$ cat config.mk
export PLATFORM = sky130hd
export DESIGN_NAME = rational_arith_gcd_reduce_core
export DESIGN_NICKNAME = d
export VERILOG_FILES = /design/src/rtl/rgr_pkg.sv /design/src/rtl/rational_arith_gcd_reduce_core.sv
export SDC_FILE = /design/constraint.sdc
export NUM_CORES = 2
export LEC_CHECK = 0
export BUFFER_PORTS_ARGS = -buffer_cell sky130_fd_sc_hd__buf_2
export CAP_MARGIN = 20
export CORE_MARGIN = 2
export CORE_UTILIZATION = 44
export CTS_BUF_LIST = sky130_fd_sc_hd__clkbuf_8
export DETAILED_ROUTE_END_ITERATION = 6
export MAX_ROUTING_LAYER = met4
export PLACE_DENSITY_LB_ADDON = 0.3
export SKIP_CTS_REPAIR_TIMING = 1
export SYNTH_ARGS = -nofsm -noshare
export SYNTH_HDL_FRONTEND = slang
export SYNTH_SLANG_ARGS = --single-unit
$ cat constraint.sdc
create_clock -name clk -period 38.9 [get_ports clk]
set_clock_uncertainty 0.2 [all_clocks]
set_input_delay 5.835 -clock clk [delete_from_list [all_inputs] [get_ports clk]]
set_output_delay 5.835 -clock clk [all_outputs]
set_load 0.02 [all_outputs]
$ cat src/rtl/rgr_pkg.sv
// Shared widths, operation codes and request/result types for the gcd-reduce core.
package rgr_pkg;

  localparam int W     = 32;
  localparam int CNT_W = $clog2(W);

  localparam logic [1:0] FUNC_ADD = 2'd0;
  localparam logic [1:0] FUNC_SUB = 2'd1;
  localparam logic [1:0] FUNC_MUL = 2'd2;
  localparam logic [1:0] FUNC_DIV = 2'd3;

  typedef struct packed {
    logic [1:0]          func;
    logic signed [W-1:0] a_num;
    logic signed [W-1:0] a_den;
    logic signed [W-1:0] b_num;
    logic signed [W-1:0] b_den;
  } rgr_req_t;

  typedef struct packed {
    logic signed [W-1:0] res_num;
    logic signed [W-1:0] res_den;
  } rgr_res_t;

endpackage

$ cat src/rtl/rational_arith_gcd_reduce_core.sv
// Rational add/sub/mul/div with gcd reduction, bit-serial datapath.
// One request at a time. Cross products are formed by three shift-add
// multipliers in parallel, the raw numerator is summed in ST_SUM, the
// gcd of the magnitudes comes from a binary gcd loop followed by shifts
// that restore common factors of two, and both magnitudes are divided by
// the gcd in two restoring dividers side by side. The time an item takes
// depends on the gcd loop and the shifts after it. A zero raw
// denominator skips the gcd and division and returns the raw pair. The
// next request is taken as soon as the result moves to the output
// register, even if that result is still stalled.
module rational_arith_gcd_reduce_core
  import rgr_pkg::*;
(
  input  logic     clk,
  input  logic     rst,
  input  logic     req_valid,
  output logic     req_stall,
  input  rgr_req_t req,
  output logic     res_valid,
  input  logic     res_stall,
  output rgr_res_t res
);

  localparam logic [2:0] ST_IDLE   = 3'd0;
  localparam logic [2:0] ST_MUL    = 3'd1;
  localparam logic [2:0] ST_SUM    = 3'd2;
  localparam logic [2:0] ST_GCD    = 3'd3;
  localparam logic [2:0] ST_GSHIFT = 3'd4;
  localparam logic [2:0] ST_DIV    = 3'd5;
  localparam logic [2:0] ST_DONE   = 3'd6;

  function automatic logic [W-1:0] mag(input logic [W-1:0] x);
    return x[W-1] ? (~x + W'(1)) : x;
  endfunction

  logic [2:0]       state;
  logic [CNT_W-1:0] cnt;
  logic [CNT_W-1:0] k;
  logic [W-1:0]     mcand1, mcand2, mcand3;
  logic [W-1:0]     mplr1, mplr2, mplr3;
  logic [W-1:0]     acc1, acc2, acc3;
  logic             sub_op;
  logic [W-1:0]     u, v;
  logic [W-1:0]     qn, qd, rn, rd;
  logic             sn, sd;

  logic [W-1:0]     sum_num;
  logic [W-1:0]     tn, td;
  logic             take;

  assign req_stall = (state != ST_IDLE);
  assign take      = !res_valid || !res_stall;

  assign sum_num = sub_op ? (acc1 - acc2) : (acc1 + acc2);
  // partial remainders: previous remainder is below the divisor, so never overflows
  assign tn = {rn[W-2:0], qn[W-1]};
  assign td = {rd[W-2:0], qd[W-1]};

  always_ff @(posedge clk) begin
    if (rst) begin
      state     <= ST_IDLE;
      res_valid <= 1'b0;
    end else begin
      // in ST_DONE the output register is either reloaded or still held
      if (res_valid && !res_stall && state != ST_DONE) begin
        res_valid <= 1'b0;
      end
      case (state)
        ST_IDLE: begin
          if (req_valid) begin
            state  <= ST_MUL;
            cnt    <= CNT_W'(W - 1);
            acc1   <= '0;
            acc2   <= '0;
            acc3   <= '0;
            sub_op <= (req.func == FUNC_SUB);
            mcand1 <= req.a_num;
            mcand2 <= req.b_num;
            mcand3 <= req.a_den;
            mplr1  <= (req.func == FUNC_MUL) ? req.b_num : req.b_den;
            mplr2  <= (req.func inside {FUNC_ADD, FUNC_SUB}) ? req.a_den : '0;
            mplr3  <= (req.func == FUNC_DIV) ? req.b_num : req.b_den;
          end
        end
        ST_MUL: begin
          acc1   <= acc1 + (mplr1[0] ? mcand1 : '0);
          acc2   <= acc2 + (mplr2[0] ? mcand2 : '0);
          acc3   <= acc3 + (mplr3[0] ? mcand3 : '0);
          mcand1 <= {mcand1[W-2:0], 1'b0};
          mcand2 <= {mcand2[W-2:0], 1'b0};
          mcand3 <= {mcand3[W-2:0], 1'b0};
          mplr1  <= {1'b0, mplr1[W-1:1]};
          mplr2  <= {1'b0, mplr2[W-1:1]};
          mplr3  <= {1'b0, mplr3[W-1:1]};
          cnt    <= cnt - CNT_W'(1);
          if (cnt == '0) begin
            state <= ST_SUM;
          end
        end
        ST_SUM: begin
          rn <= '0;
          rd <= '0;
          k  <= '0;
          if (acc3 == '0) begin
            // zero denominator: raw pair goes out unreduced
            qn    <= sum_num;
            qd    <= acc3;
            sn    <= 1'b0;
            sd    <= 1'b0;
            state <= ST_DONE;
          end else begin
            qn    <= mag(sum_num);
            qd    <= mag(acc3);
            u     <= mag(sum_num);
            v     <= mag(acc3);
            sn    <= sum_num[W-1];
            sd    <= acc3[W-1];
            state <= ST_GCD;
          end
        end
        ST_GCD: begin
          // binary gcd; v stays nonzero, loop ends when u reaches zero
          if (u == '0) begin
            state <= ST_GSHIFT;
          end else if (!u[0] && !v[0]) begin
            u <= {1'b0, u[W-1:1]};
            v <= {1'b0, v[W-1:1]};
            k <= k + CNT_W'(1);
          end else if (!u[0]) begin
            u <= {1'b0, u[W-1:1]};
          end else if (!v[0]) begin
            v <= {1'b0, v[W-1:1]};
          end else if (u >= v) begin
            u <= (u - v) >> 1;
          end else begin
            v <= (v - u) >> 1;
          end
        end
        ST_GSHIFT: begin
          if (k == '0) begin
            state <= ST_DIV;
            cnt   <= CNT_W'(W - 1);
          end else begin
            v <= {v[W-2:0], 1'b0};
            k <= k - CNT_W'(1);
          end
        end
        ST_DIV: begin
          if (tn >= v) begin
            rn <= tn - v;
            qn <= {qn[W-2:0], 1'b1};
          end else begin
            rn <= tn;
            qn <= {qn[W-2:0], 1'b0};
          end
          if (td >= v) begin
            rd <= td - v;
            qd <= {qd[W-2:0], 1'b1};
          end else begin
            rd <= td;
            qd <= {qd[W-2:0], 1'b0};
          end
          cnt <= cnt - CNT_W'(1);
          if (cnt == '0) begin
            state <= ST_DONE;
          end
        end
        ST_DONE: begin
          if (take) begin
            res_valid   <= 1'b1;
            res.res_num <= sn ? (~qn + W'(1)) : qn;
            res.res_den <= sd ? (~qd + W'(1)) : qd;
            state       <= ST_IDLE;
          end
        end
        default: begin
          state <= ST_IDLE;
        end
      endcase
    end
  end

endmodule

Word-level counts from Yosys, hierarchy flattened
Index checks and enable logic that the tools add are counted.

word-level totals
  word-level logic and storage cells = 178
  bits in registers = 559
  output and inout bits = 66

operators by class
  magnitude comparators = 3
  $add $sub $neg = 16
  eq/ne operators = 24
  muxes and demuxes = 70
  reduce and logical (&&, ||, !) cells = 34
  bitwise operators = 5

operators with widths
  operator                                                             count
  32-bit two-way mux                                                   33
  32-bit case mux with 2 select lines                                  12
  32-bit by 1-bit adder with 32-bit output (second input constant)     4
  32-bit adder                                                         4
  32-bit NOT                                                           4
  31-bit case mux with 2 select lines                                  2
  32-bit >= comparator                                                 3
  32-bit case mux with 3 select lines                                  1
  32-bit subtractor                                                    3
  32-bit zero test                                                     2
  31-bit two-way mux                                                   2
  31-bit subtractor                                                    2
  5-bit case mux with 3 select lines                                   2
  5-bit two-way mux                                                    5
  3-bit two-way mux                                                    7
  3-bit case mux with 7 select lines                                   1
  2-bit != test (second input constant)                                10
  6-bit AND reduction                                                  3
  4-bit != test (second input constant)                                3
  5-bit zero test                                                      2
  5-bit by 1-bit subtractor with 5-bit output (second input constant)  2
  3-bit == test (second input constant)                                3
  3-bit AND reduction                                                  3
  3-bit nonzero test                                                   3
  other kinds (19)                                                     36

Depth between registers and ports, before layout
  depth in word-level cells = 7
  mapped depth = 23
  mapped depth without buffers = 21

Least setup slack after synthesis
Ideal clock, no wire load.

  path type = input -> register
  start point = input port rst
  end point = register acc1[0] (enable)
  stages = 2
  arrival time = 19.233 ns
  library setup time = 0.999 ns
  path slack = 18.468 ns
  cell sequence = clkbuf_1 > o21bai_1

between the ends
  longest elaborated chain between the ends = 2

ends and longest elaborated chain
  element                               line                                  text
  start: declaration                    rational_arith_gcd_reduce_core.sv:15  input logic rst,
  1-bit NOT (no source line)            --
  3-bit AND reduction (no source line)  --
  end signal: assignment                rational_arith_gcd_reduce_core.sv:86  acc1 <= acc1 + (mplr1[0] ? mcand1 : '0);
  end: declaration                      rational_arith_gcd_reduce_core.sv:41  logic [W-1:0] acc1, acc2, acc3;

No other way between the ends.
A chain may end at the register's enable or synchronous reset.

Final worst setup path
  start point = register state[0]
  end point = output port req_stall

between the ends
  longest elaborated chain between the ends = 1

ends and longest elaborated chain
  element                   line                                  text
  start: declaration        rational_arith_gcd_reduce_core.sv:36  logic [2:0] state;
  start signal: assignment  rational_arith_gcd_reduce_core.sv:61  state <= ST_IDLE;
  start signal: assignment  rational_arith_gcd_reduce_core.sv:71  state <= ST_MUL;
  start signal: assignment  rational_arith_gcd_reduce_core.sv:97  state <= ST_SUM;
  3-bit nonzero test        rational_arith_gcd_reduce_core.sv:51  assign req_stall = (state != ST_IDLE);
  end: declaration          rational_arith_gcd_reduce_core.sv:17  output logic req_stall,

No other way between the ends.

==> results.md <==
| Quantity | Value | Unit |
|---|---|---|
| Run status | finished with violations | - |
| Failing checks | DRC | - |
| Number of vias after detailed routing | 32,260 | - |
| Die Ht | 306.3 | um |
| Worst setup SP type | flip-flop | - |
| Critical path data arrival time | 1870 | ps |
| Register name with the most flops | res | - |
| Clock latency on the worst-skew pair | 770 | ps |
| Max Cap Viol | 0 | - |
| Async SR Flop Fraction | 0 | - |
| Synthesized area per cell | 9.401 | um2 |
| Net count after synthesis | 4,683 | - |
| Max frequency | 126.4 | MHz |
| Fraction of layout instances using a drive strength above 1 | 0.09463 | - |
| Register share of total power | 0.297 | - |
| Area enclosed by the die boundary | 93,810 | um2 |
| Max-Slew Margin vs Limit | 0.2551 | - |
| Cell Pwr Density | 83.56 | nW/um2 |
| Sort of element at the end of the critical path | primary output | - |
| Number of hold-slack violations in the final timing report | 0 | - |
| Flip-flop count of the largest register, all copies and words added | 64 | - |
| Synth top area cells | edfxtp_1, ha_1, nand2_1 | - |
| Cts bufs inserted | 101 | - |
| Number of library cell types mapped by synthesis | 96 | - |
| Sum Neg Setup Slack | 0 | ps |
| Proportion of netlist area held by the largest area contributor | 0.4145 | - |
| Switch Pwr | 1647 | uW |
| Routability-driven placement congestion ratio | 0.9446 | - |
| Net total in the final layout | 4,817 | - |
| Count of endpoints failing setup in the final report | 0 | - |
| Worst-path maximum fanout | 14 | - |
| Input/output buffers | 199 | - |
| Most used flip-flop cell after synthesis | edfxtp_1 | - |
| Synthesized instance count | 4,277 | - |
| Routed WL | 106.3 | mm |
| Post-route worst hold slack | 305.1 | ps |
| RSZ-0062 raised after global routing | no | - |
| Clock network fraction of design power | 0.144 | - |
| Combinational power share | 0.559 | - |
| Remaining routing DRC violations | 1 | - |
| Seq/Total Area, Yosys | 0.4165 | - |
| Post-layout minimum cycle time | 7909 | ps |
| Iteration-0 DRC Markers | 2,678 | - |
| Overflow left after global routing | 0 | - |
| Largest voltage drop on the vdd net | 0.05461 | mV |
| Number of iterations in the first detailed-routing pass | 7 | - |
| ANT nets after route | 0 | - |
| Clock tree from TritonCTS | built | - |
| Antenna violations before repair | 12 | - |
| Largest net degree at the start of global routing | 172 | - |
| Number of enable-type register cells in the synthesized netlist | 555 | - |
| Final setup slack of the worst path | 30,990 | ps |
| Hold crit path type | reg2reg | - |
| Type of the setup path with the least slack | reg2out | - |
| H-tree levels | 3 | - |
| Post-DP HPWL | 78.49 | mm |
| Switching Share | 0.4469 | - |
| Area delta synth->final | 9.718 | % |
| Final period utilization | 0.2033 | - |
| Mapped Area | 40,210 | um2 |
| Cell taking the most area after synthesis | edfxtp_1 | - |
| Buffer type at the clock tree root | clkbuf_8 | - |
| Leakage | 0.01783 | uW |
| Required time reported for the critical path endpoint | 32,860 | ps |
| Total number of yosys warnings | 0 | - |
| # fillers | 8,437 | - |
| Number of global-route vias before repair | 30,640 | - |
| Number of top-level pins | 200 | - |
| Pint | 2039 | uW |
| Placement Rows | 110 | - |
| Initial Util | 0.4453 | - |
| Floorplan Core Area | 90,290 | um2 |
| Sink Count | 559 | - |
| Count of pins over their slew limit | 0 | - |
| Placement-stage worst setup slack | 30,310 | ps |
| Average wire per cell in the routed design | 18.71 | um |
| Slew at the pin closest to its max-slew limit | 1117 | ps |
| First-pass GRT wire length | 167.1 | mm |
| Global-route total usage across every layer | 0.2284 | - |
| Average vias per placed instance | 5.678 | - |
| Clock tree buffer depth | 3 | - |
| Die width | 306.3 | um |
| Total of flip-flops plus latches after synthesis | 559 | - |
| Worst-path clk slew | 60 | ps |
-- layer usage --
layer | up-vias | wire length [um] | global-route usage
li1 | 15840 | - | -
met1 | 15370 | 48420 | 0.3049
met2 | 868 | 48770 | 0.3560
met3 | 180 | 5993 | 0.03643
met4 | 0 | 3133 | 0.07262
met5 | - | 0 | -
-- through the flow --
| step | utilization | instance area, um2 | power, uW | instances |
|---|---|---|---|---|
| after global placement | 0.4676 | 42220 | 3106 | 5484 |
| final | 0.4886 | 44110 | 3686 | 5682 |
| after global routing | 0.4886 | 44110 | 3963 | 5680 |
| after floorplan | - | 40210 | 2687 | 4277 |
| after detailed placement | 0.4676 | 42220 | 3142 | 5484 |
| after CTS | 0.4882 | 44080 | 3684 | 5667 |
-- cell type report --
class | count | area [um2] | share of cell area
flip-flops and latches | 559 | 16750 | 0.3796
multi-input cells | 3357 | 22160 | 0.5023
well taps | 1176 | 1471 | 0.03335
diodes | 15 | 37.54 | 0.0008509
repair buffers | 228 | 1226 | 0.02780
clock buffers | 101 | 1390 | 0.03151
inverters | 164 | 615.6 | 0.01395
clock inverters | 82 | 469.2 | 0.01064
-- path summary, 6_finish.rpt --
path / startpoint / endpoint / slack, ps / cells past startpoint
setup reg to reg: acc2[2]$_SDFFCE_PN0P_ / qn[17]$_DFFE_PP_ / 32710 / 19
setup / recovery: state[0]$_SDFFE_PP0P_ / req_stall / 30990 / 2
hold / removal: res_valid$_SDFF_PP0_ / res_valid$_SDFF_PP0_ / 310 / 2
hold reg to reg: res_valid$_SDFF_PP0_ / res_valid$_SDFF_PP0_ / 310 / 2
-- synth_stat cells, drive strengths merged (118+ instances only) --
| library cell | number |
|---|---|
| edfxtp | 555 |
| inv | 164 |
| and2 | 120 |
| o21ai | 255 |
| a21o | 118 |
| xnor2 | 253 |
| nor2 | 325 |
| a21oi | 298 |
| ha | 263 |
| clkbuf | 166 |
| xor2 | 129 |
| nand2 | 600 |
-- power by group through the flow --
stage / registers (uW) / clock network (uW) / logic, uW
2_1_floorplan: 1120 / 0 / 1570
3_3_place_gp: 1100 / 0 / 2000
3_5_place_dp: 1110 / 0 / 2030
4_1_cts: 1100 / 544 / 2040
5_1_grt: 1110 / 568 / 2280
6_report: 1100 / 531 / 2060
-- cell families after synthesis --
| group | share of synthesized area |
|---|---|
| and+or+nand+nor | 0.1843 |
| AOI/OAI and AO/OA | 0.1702 |
| DFF | 0.4165 |
| xor gates and xnor gates | 0.08340 |
| buffers and inverters | 0.03495 |
| adders and majority gates | 0.08632 |
| muxes | 0.02430 |
-- cells in the final DEF (no fill, tap or decap), drive strengths merged, types with 22 or more instances in the layout --
cell,n
nand2b,57
nor2b,48
a22oi,23
o21a,29
o31ai,62
a21o,118
nand2,600
xor2,129
inv,194
o221ai,25
a21oi,298
nor2,325
a221oi,43
and2,120
clkbuf,101
mux2i,95
nor4,34
clkinv,46
o21ai,255
nor3,93
buf,228
nand3,91
and3,24
xnor2,253
or3,41
o21bai,25
edfxtp,555
ha,263
a31oi,27
nand3b,34
a211oi,22
-- worst max-delay path, cell delays in order (launching register included) --
cell	delay (ps)
dfxtp_1	450
or3_1	490
buf_2	200
Note: power is estimated with default switching activity, not from simulation.
